**src/hw/rtl/rtrp_pkg.sv**
```systemverilog
// Shared types and constants for the text run parser.
`timescale 1ns / 1ps

package rtrp_pkg;

  // Delimiter characters of the run syntax
  localparam logic [7:0] CharOpen  = 8'h7B;
  localparam logic [7:0] CharComma = 8'h2C;
  localparam logic [7:0] CharClose = 8'h7D;
  localparam logic [7:0] CharZero  = 8'h30;
  localparam logic [7:0] CharNine  = 8'h39;

  // Parse phase, one-hot
  typedef enum logic [3:0] {
    PH_WAIT  = 4'b0001,
    PH_VALUE = 4'b0010,
    PH_COMMA = 4'b0100,
    PH_COUNT = 4'b1000
  } phase_e;

  // Result status codes
  typedef enum logic [2:0] {
    ERR_OK    = 3'd0,
    ERR_DELIM = 3'd1,
    ERR_DIGIT = 3'd2,
    ERR_EMPTY = 3'd3,
    ERR_ZERO  = 3'd4
  } err_e;

endpackage

```
**src/hw/rtl/rtrp_byte_if.sv**
```systemverilog
// Valid/ready channel carrying one compressed stream byte per request.
`timescale 1ns / 1ps

interface rtrp_byte_if;
  logic       valid;
  logic       ready;
  logic [7:0] in_byte;

  modport source (output valid, output in_byte, input ready);
  modport sink   (input valid, input in_byte, output ready);
endinterface

```
**src/hw/rtl/rtrp_run_if.sv**
```systemverilog
// Valid/ready channel carrying one run descriptor or error per request.
`timescale 1ns / 1ps

interface rtrp_run_if;
  logic       valid;
  logic       ready;
  logic [7:0] run_value;
  logic [7:0] run_length;
  logic [2:0] error_code;

  modport source (output valid, output run_value, output run_length,
                  output error_code, input ready);
  modport sink   (input valid, input run_value, input run_length,
                  input error_code, output ready);
endinterface

```
**src/hw/rtl/rle_text_run_parser_top.sv**
```systemverilog
// Text run parser: turns '{' value ',' digits '}' byte streams into run descriptors.
//
// Channels: byte_i takes one compressed byte per request; run_o gives one
// descriptor (run_value, run_length 1..255, error_code ERR_OK) per well-formed
// run, or one error request (value and length zero) per malformed run.
// Bytes that only advance the parse give no request on run_o.
// A byte accepted on byte_i is held in the input register and parsed
// there; the descriptor it closes is loaded into the result register and
// shown on run_o.
// Throughput: one byte per cycle unless a result stalls on run_o, set by
// the single parse step between the input and result registers. The parse
// state updates in that step, so consecutive bytes never wait on each other.
// Reset: clears both pipeline valids and returns the parser to waiting for
// an opening brace with an empty count.
// Stall: while a result waits on run_o the parse step holds, so the byte in
// the input register waits whether or not it would produce a result; one
// more byte is taken if the input register is empty, and byte_i.ready drops
// while both registers are full and run_o.ready is low.
`timescale 1ns / 1ps

module rle_text_run_parser_top (
  input  logic              clk_i,
  input  logic              rst_ni,
  rtrp_byte_if.sink         byte_i,
  rtrp_run_if.source        run_o
);

  // Input register
  logic       in_valid_q;
  logic [7:0] in_byte_q;

  // Parse state
  rtrp_pkg::phase_e phase_q, phase_d;
  logic [7:0]       held_value_q, held_value_d;
  logic [7:0]       count_q, count_d;
  logic             digit_seen_q, digit_seen_d;

  // Result register
  logic       out_valid_q;
  logic [7:0] out_value_q;
  logic [7:0] out_length_q;
  rtrp_pkg::err_e out_err_q;

  // Parse step results
  logic           res_valid;
  logic [7:0]     res_value;
  logic [7:0]     res_length;
  rtrp_pkg::err_e res_err;
  logic           is_digit;
  logic [7:0]     digit_val;
  logic [7:0]     count_next;

  logic out_free;
  logic step_fire;

  assign out_free     = !out_valid_q || run_o.ready;
  assign step_fire    = in_valid_q && out_free;
  assign byte_i.ready = !in_valid_q || out_free;

  // Digit decode and count update, count*10 + digit kept to 8 bits
  assign is_digit   = (in_byte_q >= rtrp_pkg::CharZero) && (in_byte_q <= rtrp_pkg::CharNine);
  assign digit_val  = in_byte_q - rtrp_pkg::CharZero;
  assign count_next = {count_q[4:0], 3'b000} + {count_q[6:0], 1'b0} + digit_val;

  // Parse one byte
  always_comb begin
    phase_d      = phase_q;
    held_value_d = held_value_q;
    count_d      = count_q;
    digit_seen_d = digit_seen_q;
    res_valid    = 1'b0;
    res_value    = 8'd0;
    res_length   = 8'd0;
    res_err      = rtrp_pkg::ERR_OK;
    case (phase_q)
      rtrp_pkg::PH_WAIT: begin
        if (in_byte_q == rtrp_pkg::CharOpen) begin
          phase_d = rtrp_pkg::PH_VALUE;
        end else begin
          res_valid = 1'b1;
          res_err   = rtrp_pkg::ERR_DELIM;
        end
      end
      rtrp_pkg::PH_VALUE: begin
        held_value_d = in_byte_q;
        phase_d      = rtrp_pkg::PH_COMMA;
      end
      rtrp_pkg::PH_COMMA: begin
        if (in_byte_q == rtrp_pkg::CharComma) begin
          count_d      = 8'd0;
          digit_seen_d = 1'b0;
          phase_d      = rtrp_pkg::PH_COUNT;
        end else begin
          res_valid = 1'b1;
          res_err   = rtrp_pkg::ERR_DELIM;
        end
      end
      rtrp_pkg::PH_COUNT: begin
        if (in_byte_q == rtrp_pkg::CharClose) begin
          res_valid = 1'b1;
          if (!digit_seen_q) begin
            res_err = rtrp_pkg::ERR_EMPTY;
          end else if (count_q == 8'd0) begin
            res_err = rtrp_pkg::ERR_ZERO;
          end else begin
            res_value  = held_value_q;
            res_length = count_q;
          end
        end else if (is_digit) begin
          count_d      = count_next;
          digit_seen_d = 1'b1;
        end else begin
          res_valid = 1'b1;
          res_err   = rtrp_pkg::ERR_DIGIT;
        end
      end
      default: begin
        phase_d = rtrp_pkg::PH_WAIT;
      end
    endcase
    // Any result ends the run: clear back to waiting
    if (res_valid) begin
      phase_d      = rtrp_pkg::PH_WAIT;
      held_value_d = 8'd0;
      count_d      = 8'd0;
      digit_seen_d = 1'b0;
    end
  end

  // Capture input requests
  always_ff @(posedge clk_i or negedge rst_ni) begin
    if (!rst_ni) begin
      in_valid_q <= 1'b0;
    end else if (byte_i.ready) begin
      in_valid_q <= byte_i.valid;
    end
  end

  always_ff @(posedge clk_i) begin
    if (byte_i.valid && byte_i.ready) begin
      in_byte_q <= byte_i.in_byte;
    end
  end

  // Advance parse state
  always_ff @(posedge clk_i or negedge rst_ni) begin
    if (!rst_ni) begin
      phase_q      <= rtrp_pkg::PH_WAIT;
      held_value_q <= 8'd0;
      count_q      <= 8'd0;
      digit_seen_q <= 1'b0;
    end else if (step_fire) begin
      phase_q      <= phase_d;
      held_value_q <= held_value_d;
      count_q      <= count_d;
      digit_seen_q <= digit_seen_d;
    end
  end

  // Hold or load the result register
  always_ff @(posedge clk_i or negedge rst_ni) begin
    if (!rst_ni) begin
      out_valid_q <= 1'b0;
    end else if (step_fire) begin
      out_valid_q <= res_valid;
    end else if (run_o.ready) begin
      out_valid_q <= 1'b0;
    end
  end

  always_ff @(posedge clk_i) begin
    if (step_fire && res_valid) begin
      out_value_q  <= res_value;
      out_length_q <= res_length;
      out_err_q    <= res_err;
    end
  end

  assign run_o.valid      = out_valid_q;
  assign run_o.run_value  = out_value_q;
  assign run_o.run_length = out_length_q;
  assign run_o.error_code = out_err_q;

  // Error results carry no run
  a_err_zero_payload: assert property (@(posedge clk_i) disable iff (!rst_ni)
    (out_valid_q && out_err_q != rtrp_pkg::ERR_OK) |->
      (out_value_q == 8'd0 && out_length_q == 8'd0))
    else $error("error result carries nonzero payload");

  // Good results never have zero length
  a_ok_nonzero_len: assert property (@(posedge clk_i) disable iff (!rst_ni)
    (out_valid_q && out_err_q == rtrp_pkg::ERR_OK) |-> (out_length_q != 8'd0))
    else $error("ok result with zero length");

  // Count stays empty until a digit arrives
  a_count_needs_digit: assert property (@(posedge clk_i) disable iff (!rst_ni)
    !digit_seen_q |-> (count_q == 8'd0))
    else $error("count accumulated without a digit");

  // Waiting phase holds a cleared run
  a_wait_cleared: assert property (@(posedge clk_i) disable iff (!rst_ni)
    (phase_q == rtrp_pkg::PH_WAIT) |-> (held_value_q == 8'd0 && !digit_seen_q))
    else $error("stale run state while waiting for open brace");

endmodule

```
**src/flat_wrapper.sv**
```systemverilog
// flat-port wrapper written by rule: the top's interface ports become plain ports
module rle_text_run_parser_top_flat 
  (clk_i, rst_ni, byte_i_valid, byte_i_in_byte, byte_i_ready, run_o_valid, run_o_run_value, run_o_run_length, run_o_error_code, run_o_ready);
  rtrp_byte_if byte_i_i ();
  rtrp_run_if run_o_i ();
  input  logic clk_i;
  input  logic rst_ni;
  input wire logic [$bits(byte_i_i.valid)-1:0] byte_i_valid;
  input wire logic [$bits(byte_i_i.in_byte)-1:0] byte_i_in_byte;
  output wire logic [$bits(byte_i_i.ready)-1:0] byte_i_ready;
  output wire logic [$bits(run_o_i.valid)-1:0] run_o_valid;
  output wire logic [$bits(run_o_i.run_value)-1:0] run_o_run_value;
  output wire logic [$bits(run_o_i.run_length)-1:0] run_o_run_length;
  output wire logic [$bits(run_o_i.error_code)-1:0] run_o_error_code;
  input wire logic [$bits(run_o_i.ready)-1:0] run_o_ready;
  assign byte_i_i.valid = byte_i_valid;
  assign byte_i_i.in_byte = byte_i_in_byte;
  assign byte_i_ready = byte_i_i.ready;
  assign run_o_valid = run_o_i.valid;
  assign run_o_run_value = run_o_i.run_value;
  assign run_o_run_length = run_o_i.run_length;
  assign run_o_error_code = run_o_i.error_code;
  assign run_o_i.ready = run_o_ready;
  rle_text_run_parser_top u_core (.clk_i(clk_i), .rst_ni(rst_ni), .byte_i(byte_i_i), .run_o(run_o_i));
endmodule
```
**config.mk**
```make
export PLATFORM = sky130hd
export DESIGN_NAME = rle_text_run_parser_top_flat
export DESIGN_NICKNAME = d
export VERILOG_FILES = /design/src/hw/rtl/rtrp_pkg.sv /design/src/hw/rtl/rtrp_byte_if.sv /design/src/hw/rtl/rtrp_run_if.sv /design/src/hw/rtl/rle_text_run_parser_top.sv /design/src/flat_wrapper.sv
export SDC_FILE = /design/constraint.sdc
export NUM_CORES = 1
export LEC_CHECK = 0
export BUFFER_PORTS_ARGS = -buffer_cell sky130_fd_sc_hd__buf_2
export CAP_MARGIN = 20
export CORE_UTILIZATION = 55
export DETAILED_ROUTE_END_ITERATION = 8
export GPL_ROUTABILITY_DRIVEN = 0
export PLACE_DENSITY = 0.88
export SLEW_MARGIN = 40
export SYNTH_ARGS = -nofsm -noshare
export SYNTH_HDL_FRONTEND = slang
export SYNTH_SLANG_ARGS = --single-unit
```
**constraint.sdc**
```tcl
create_clock -name clk_i -period 6.67 [get_ports clk_i]
set_clock_uncertainty 0.05 [all_clocks]
set_input_delay 0 -clock clk_i [delete_from_list [all_inputs] [get_ports clk_i]]
set_output_delay 0 -clock clk_i [all_outputs]
set_load 0.005 [all_outputs]
```
-- After elaboration in Yosys (flattened, before gate mapping)
Index checks and enable logic that the tools add are counted.
- bits in registers: 50
- input bits: 12
- output and inout bits: 21
- add/subtract/negate cells: 3
- order comparisons: 2
- eq/ne operators: 12
- mux-type cells: 30
- bitwise gates (word level): 3
- reductions and logical operators: 16
- operator list (cell ; number):
    $mux 8 ; 6
    $add 8x8->8 ; 2
    $eq 8x7->1 const B ; 2
    $pmux 4 s4 ; 1
    $pmux 8 s2 ; 1
    $mux 1 ; 12
    $mux 4 ; 3
    $mux 3 ; 3
    $ne 3x1->1 const B ; 3
    $pmux 3 s3 ; 1
    $eq 8x6->1 const B ; 1
    $ge 8x6->1 const B ; 1
    $le 8x6->1 const B ; 1
    $logic_not 8->1 ; 1
    $sub 8x6->8 const B ; 1
    $reduce_and 5->1 ; 1
    $eq 4x1->1 const B ; 1
    $eq 4x2->1 const B ; 1
    $eq 4x3->1 const B ; 1
    $eq 4x4->1 const B ; 1
    $logic_and 1x1->1 ; 4
    $reduce_and 4->1 ; 1
    $reduce_bool 2->1 ; 2
    $reduce_or 4->1 ; 1
    other kinds (10) ; 14

-- Longest topological paths before layout
Gate-level depths: netlist (run 1).
- depth after elaboration: 7
- gate-level depth with buffers: 9
- mapped depth without buffers: 9

-- Worst setup path after synthesis (run 1)
No wires, ideal clock.
- path kind: register -> register
- start point: register u_core.phase_q[0]
- end point: register u_core.out_err_q[0] (netlist: u_core.run_o.error_code[0]) (enable)
- setup time: 395 ps
- arrival time: 2371 ps
- setup slack: 3855 ps
- stages on the path, launching flop included: 5
- buffers on the path: 0
- cells stage by stage: dfstp_2 -> or4b_2 -> a41oi_1 -> nor3_1 -> nor2_1
- cells in the longest elaborated chain, start to end: 3
- elaborated cells between the ends (all ways): 5
- those cells by class: eq/ne: 3; mux: 1; reduce/logical: 1
- ends and longest elaborated chain (element ; line ; source):
    start: declaration ; rle_text_run_parser_top.sv:33 ; rtrp_pkg::phase_e phase_q, phase_d;
    start signal: assignment ; rle_text_run_parser_top.sv:148 ; phase_q <= rtrp_pkg::PH_WAIT;
    start signal: assignment ; rle_text_run_parser_top.sv:153 ; phase_q <= phase_d;
    $eq 4x4->1 (tied with other cells) ; rle_text_run_parser_top.sv:75 ; case (phase_q)
    $pmux 1 s3 (*) ; rle_text_run_parser_top.sv:75 ;
    $logic_and 1x1->1 (*) ; rle_text_run_parser_top.sv:172 ; if (step_fire && res_valid) begin
    end signal: assignment ; rle_text_run_parser_top.sv:175 ; out_err_q <= res_err;
    end: declaration ; rle_text_run_parser_top.sv:42 ; rtrp_pkg::err_e out_err_q;
Mark *: on every way between the ends. The rest lies on a longest branch, timed or not.
A chain may end at the register's enable or synchronous reset.

-- Final worst setup path (run 1)
- start point: register u_core.count_q[2]
- end point: register u_core.count_q[7]
- cells in the longest elaborated chain, start to end: 6
- ends and longest elaborated chain (element ; line ; source):
    start: declaration ; rle_text_run_parser_top.sv:35 ; logic [7:0] count_q, count_d;
    start signal: assignment ; rle_text_run_parser_top.sv:155 ; count_q <= count_d;
    $add 8x8->8 (2 in a row) ; rle_text_run_parser_top.sv:63 ; assign count_next = {count_q[4:0], 3'b000} + {count_q[6:0], 1'b0} + digit_val;
    $mux 8 ; rle_text_run_parser_top.sv:109 ; end else if (is_digit) begin
    $mux 8 ; rle_text_run_parser_top.sv:99 ; if (in_byte_q == rtrp_pkg::CharClose) begin
    $pmux 8 s2 ; rle_text_run_parser_top.sv:75 ;
    $mux 8 ; rle_text_run_parser_top.sv:122 ; if (res_valid) begin
Every way passes these cells. The select of a mux whose other input is x is not followed.

==> metrics.md, run 1 <==
| Metric | Value |
|---|---|
| Setup CP Type | register to register |
| DRT iter0 DRCs | 191 |
| Syn Inst Count | 181 |
| N_diodes | 0 |
| Register-to-register setup slack | 3.89 ns |
| Maximum VDD drop | 0.000242 V |
| CTS Buffer Depth | 2 |
| WP data required | 6.82 ns |
| Port-buffer cells | 32 |
| Synth Warn # | 0 |
| Sequential area share after synthesis | 57.5% |
| Startpoint types | register |
| Cell taking the most area after synthesis | edfxtp_1 |
| Final #Nets | 257 |
| Router iterations before antenna repair | 5 |
| Pre-CTS setup slack | 3.91 ns |
| Skew-Pair Late Insertion Delay | 0.31 ns |
| Syn avg cell area | 13.3 sq um |
| Hold Vio Cnt, Final | 0 |
| Final setup fails | 0 |
| Count of cell types in the netlist | 45 |
| Tcrit/Tclk final | 41.6% |
| Crit path time final | 2.78 ns |
| Routed length per instance | 16.1 microns |
| First-pass GRT wire length | 7.38 mm |
| Initial Util | 58.7% |
| # fillers | 294 |
| CP Data Arrival Time | 2.93 ns |
| Row cnt | 23 |
| Largest cells by area after synthesis | edfxtp_1, dfrtp_1, ha_1 |
| Max Cap Viol | 0 |
| Pin count of the biggest net entering global routing | 24 |
| Worst Setup EP | u_core.count_q[7] |
| Status | finished, final reports clean |
| Share of cells above drive strength 1 | 21.7% |
| Vias | 1626 |
| Placed Cells | 262 |
| Tot GR Track Use | 22.7% |
| Die span in y | 68.2 microns |
| Mapped Area | 2410 sq um |
| Worst R2R Start | u_core.count_q[2] |
| Worst R2R End | u_core.count_q[7] |
| CP endpoint kind | register |
| DPL Wire Length | 3.13 mm |
| Clk sink count | 50 |
| P_leak | 1.28 nW |
| Met2 GRT Util | 35.7% |
| P per Cell Area | 291 nW/um^2 |
| Root buffer cell | clkbuf_8 |
| CTS clock-pin slew for the worst setup and hold paths | 0.09 ns |
| Routed wire length | 4.49 mm |
| CTS tree | yes |
| CTS H-tree lvls | 2 |
| Vias in the first global route | 1516 |
| Min-delay src | run_o_ready |
| Register area | 1390 sq um |
| Setup TNS | 0 ns |
| RSZ-0062 raised after global routing | false |
| Hold Crit Class | primary input to register |
| Slew @ Worst Pin | 0.734 ns |
| Number of antenna violations at the first check in global routing | 0 |
| Syn_nets | 209 |
| Die ar. | 4660 sq um |
| Non-filler cells, final | 280 |
| Worst slew margin | 50.7% |
| Power, Total | 827 uW |
| Drc violations | 0 |
| Overflow after GRT | 0 |
| Num CTS Buffers | 5 |
| Max Slew Vio Count | 0 |
| Footprint of the multi-input gates | 950 sq um |
| I/O pin cnt | 33 |
| Asr flop ratio synth | 46.0% |
| GRT busiest layer | met2 |
| Antenna-violating nets left | 0 |
| Crit. Startpoint | u_core.count_q[2] |
| Setup WS post-layout | 3.89 ns |
| Syn-to-layout area delta | 17.7% |
| Die width | 68.2 microns |
| EDFF count, synth | 27 |
| Max frequency | 360 MHz |
| Post-CTS sizing | 0 |
| Vias per inst | 5.81 |
| #FFs+latches synth | 50 |
| R2R cell count | 8 |
| Predominant post-synthesis flop cell | edfxtp_1 |
| Met1 GRT Util | 31.4% |
| Core area | 4120 sq um |
| Met3 usage | 4.00% |
| Post-synth top area share | 33.6% |
| CP Max Fanout | 5 |
sequential cells by signal (all words and copies together), names as in the netlist:
register	cells
u_core.run_o.error_code	3
u_core.run_o.run_value	8
u_core.in_byte_q	8
u_core.phase_q	4
u_core.run_o.valid	1
u_core.run_o.run_length	8
u_core.count_q	8
u_core.in_valid_q	1
u_core.held_value_q	8
u_core.digit_seen_q	1
placed cells by master (no fill, tap or decap), types with 2 or more instances in the layout:
cell,count
o21ai_0,7
dlygate4sd3_1,10
a22o_1,14
clkbuf_8,5
nor4_1,2
nor2_1,5
nand2b_1,2
xnor2_1,3
a21o_1,4
a32o_1,2
fa_1,5
edfxtp_1,27
buf_2,32
nor4b_1,2
inv_1,15
or4b_2,2
a41oi_1,2
dfrtp_1,22
buf_4,2
a21oi_1,2
nor3_1,4
xor2_1,2
nor2b_1,3
ha_1,11
and2_1,18
and3_1,2
nand2_1,3
Yosys cell counts, types with 3 or more instances:
| cell type | instances |
|---|---|
| a21o_1 | 4 |
| a22o_1 | 14 |
| and2_1 | 18 |
| dfrtp_1 | 22 |
| edfxtp_1 | 27 |
| fa_1 | 5 |
| ha_1 | 11 |
| inv_1 | 15 |
| nand2_1 | 3 |
| nor2_1 | 5 |
| nor2b_1 | 3 |
| nor3_1 | 4 |
| o21ai_0 | 7 |
| xnor2_1 | 3 |
layer usage:
metal | share of wire (%) | wire [microns]
met1 | 43 | 1950
met2 | 48 | 2150
met3 | 6.8 | 307
met4 | 1.8 | 82
met5 | 0 | 0
per-stage QoR:
stage	util (%)	hold slack [ns]	cell area, sq um
after floorplan	-	-0.346	2410
after CTS	69.0	0.0375	2840
after global routing	69.0	0.0803	2840
final	69.0	0.0281	2840
after detailed placement	63.9	-0.0509	2630
after global placement	63.9	-0.0525	2630
area by class of cell:
cell class / count / area share, %
flip-flops and latches: 50 / 48.8
multi-input cells: 113 / 33.4
repair buffers: 44 / 9.69
clock buffers: 6 / 2.55
well taps: 50 / 2.20
inverters: 15 / 1.98
clock inverters: 2 / 1.32
worst min path at each step:
stage / to / cells after the start
detailed placement: u_core.held_value_q[4] / 1
global placement: u_core.held_value_q[6] / 1
floorplan: u_core.count_q[0] / 0
global route: u_core.run_o.valid / 3
finish: u_core.run_o.valid / 3
CTS: u_core.run_o.valid / 3
worst max-delay path, stage by stage (launching register included):
cell     delay [ns]
dfrtp_1        0.48
fa_1           0.42
inv_1          0.08
fa_1           0.45
fa_1           0.47
nor2b_1        0.12
o21ai_0        0.11
nor4b_1        0.17
a221o_1        0.32
logic make-up after synthesis:
family | synth area share [%]
flip-flops | 57.5
AND/OR/NAND/NOR | 14.4
buffers and inverters | 3.16
AO/OA/AOI/OAI | 12.3
XOR/XNOR | 2.75
adder cells (fa/ha/maj) | 9.85
power breakdown:
part | internal, mW | switching (mW)
clock network | 0.112 | 0.100
logic | 0.0797 | 0.104
registers | 0.398 | 0.0324
what timing repair did:
item | CTS | global route
hold buffers | 10 | 0
setup endpoints to repair | 0 | 0
endpoints found under the hold margin | 32 | 0
buffers inserted | 0 | 0
No activity file was read; power rests on OpenSTA's default activity.
==> inputs of run 2 (changes only) <==
clock period = 2.9 ns   (was 6.67 ns; I/O delays follow)
==> run 2 against run 1 <==
Against the previous run:
- non-clock buffer count is 1 higher
- sequential power is 130% higher
- register-to-register slack worse by 3.7 ns
- critical endpoint unchanged
- routed wire length is 5.4% higher
==> metrics.md, run 2 (synthesis results as in run 1) <==
| Metric | Value |
|---|---|
| Cell chain of the critical path | fa_1 > ha_1 > ha_1 > inv_1 > fa_2 > nor2b_1 > o21ai_1 > nor4b_1 > a221o_1 |
| Number of antenna violations at the first check in global routing | 0 |
| Power, Total | 1.83 mW |
| CP endpoint kind | register |
| Crit path time final | 2.74 ns |
| Clock Power Share | 22.6% |
| CTS H-tree lvls | 2 |
| RSZ-0062 raised after global routing | false |
| CTS tree | yes |
| Share of cells above drive strength 1 | 24.2% |
| Routed length per instance | 16.9 microns |
| N_diodes | 0 |
| Worst Setup EP | u_core.count_q[7] |
| Final #Nets | 258 |
| First-pass GRT wire length | 7.71 mm |
| Vias | 1658 |
| Hold Crit Class | primary input to register |
| Pin count of the biggest net entering global routing | 24 |
| Delay of the slowest cell on the worst path | 0.50 ns |
| Crit. Startpoint | u_core.count_q[0] |
| Num CTS Buffers | 5 |
| Reg power frac | 54.1% |
| Startpoint types | register |
| Vias per inst | 5.90 |
| Row cnt | 23 |
| Setup CP Type | register to register |
| Initial Util | 58.7% |
| Final Util | 69.1% |
| Most common cell after layout, fill and taps aside | buf_2 |
| Slew @ Worst Pin | 0.791 ns |
| Non-filler cells, final | 281 |
| Placed Cells | 261 |
| Worst R2R End | u_core.count_q[7] |
| P per Cell Area | 644 nW/um^2 |
| CP Data Arrival Time | 2.88 ns |
| DPL Wire Length | 3.32 mm |
| CP Max Fanout | 5 |
| Pre-CTS setup slack | 0.112 ns |
| Internal | 1.27 mW |
| Min-delay src | run_o_ready |
| Worst R2R Start | u_core.count_q[0] |
| R2R cell count | 9 |
| Root buffer cell | clkbuf_8 |
| Antenna-violating nets left | 0 |
| Skew-Pair Late Insertion Delay | 0.31 ns |
| Setup WS post-layout | 0.162 ns |
| Tot GR Track Use | 23.7% |
| Router iterations before antenna repair | 4 |
| Commonest non-fill, non-tap cells in the layout | buf_2, edfxtp_1, dfrtp_1, and2_1, inv_1 |
| Tcrit/Tclk final | 94.4% |
| Register-to-register setup slack | 0.16 ns |
| Status | finished, final reports clean |
| P_leak | 1.27 nW |
| Overflow after GRT | 0 |
| Clk sink count | 50 |
| Max Cap Viol | 0 |
| Port-buffer cells | 32 |
| Die span in y | 68.2 microns |
| Routed wire length | 4.74 mm |
| Core area | 4120 sq um |
| DRT iter0 DRCs | 167 |
| Net Sw Frac | 30.7% |
| Hold Vio Cnt, Final | 0 |
| Cell mode on critical path | ha_1 |
| Max frequency | 365 MHz |
| Setup TNS | 0 ns |
| Die ar. | 4660 sq um |
| Final setup fails | 0 |
| Maximum VDD drop | 0.000303 V |
| WP data required | 3.04 ns |
| CTS clock-pin slew for the worst setup and hold paths | 0.09 ns |
| Vias in the first global route | 1623 |
| Syn-to-layout area delta | 17.8% |
| Die width | 68.2 microns |
| I/O pin cnt | 33 |
| P_sw | 562 uW |
| Slowest CP cell | fa_1 |
| CTS Buffer Depth | 2 |
| Drc violations | 0 |
| Max Slew Vio Count | 0 |
| Comb power frac | 23.4% |
| Worst slew margin | 46.9% |
==> run 2: cell count changes in the layout (fill, tap and decap cells not counted), sizes merged <==
cell      before  now
clkbuf         6    5
inv           15   16
clkinvlp       1    2
bufinv         1    0
buf           34   35
==> run 2: final cells by class <==
cell class	instances	area [sq um]
flip-flops and latches	50	1390
fillers	308	1270
multi-input cells	113	960
repair buffers	45	283
clock buffers	5	68.8
well taps	50	62.6
inverters	15	56.3
clock inverters	3	23.8
==> run 2: how the worst min path moves through the flow <==
stage                                        end  slack, ns  cells past startpoint
final                         u_core.run_o.valid       0.04                      3
after global routing          u_core.run_o.valid       0.11                      3
after CTS                     u_core.run_o.valid       0.04                      3
after detailed placement  u_core.held_value_q[4]      -0.05                      1
after global placement    u_core.held_value_q[6]      -0.05                      1
after floorplan                u_core.count_q[0]      -0.35                      0
==> run 2: worst max-delay path, delay by kind of cell, from the launching register on <==
kind	cells	cell delay, ns
buffers and inverters	1	0.08
AO/OA/AOI/OAI	2	0.42
AND/OR/NAND/NOR	2	0.28
flip-flops	1	0.45
adder cells (fa/ha/maj)	4	1.36
==> run 2: what timing repair did <==
item / CTS / global route
setup endpoints to repair: 0 / 1
buffers inserted: 0 / 2
hold endpoints to repair: 32 / 0
hold buffers: 10 / 0
gates resized for setup: 0 / 4
==> run 2: power groups by stage <==
stage	sequential [mW]	clock, mW	combinational, mW
2_1_floorplan	1.00	0	0.232
6_report	0.990	0.413	0.428
5_1_grt	1.01	0.442	0.481
3_3_place_gp	0.999	0	0.389
3_5_place_dp	1.01	0	0.415
4_1_cts	0.992	0.421	0.427
==> run 2: through the flow <==
step,area [sq um],hold WS [ns]
2_1_floorplan,2410,-0.346
3_3_place_gp,2620,-0.0510
3_5_place_dp,2630,-0.0477
4_1_cts,2820,0.0424
5_1_grt,2840,0.108
6_report,2840,0.0394
==> run 2: routing by layer <==
layer | share of wire, % | vias up | track usage [%]
met5 | 0 | - | 0
li1 | - | 770 | -
met3 | 7.7 | 8 | 5.83
met2 | 49 | 84 | 38.2
met1 | 41 | 796 | 30.5
met4 | 2.0 | 0 | 9.64
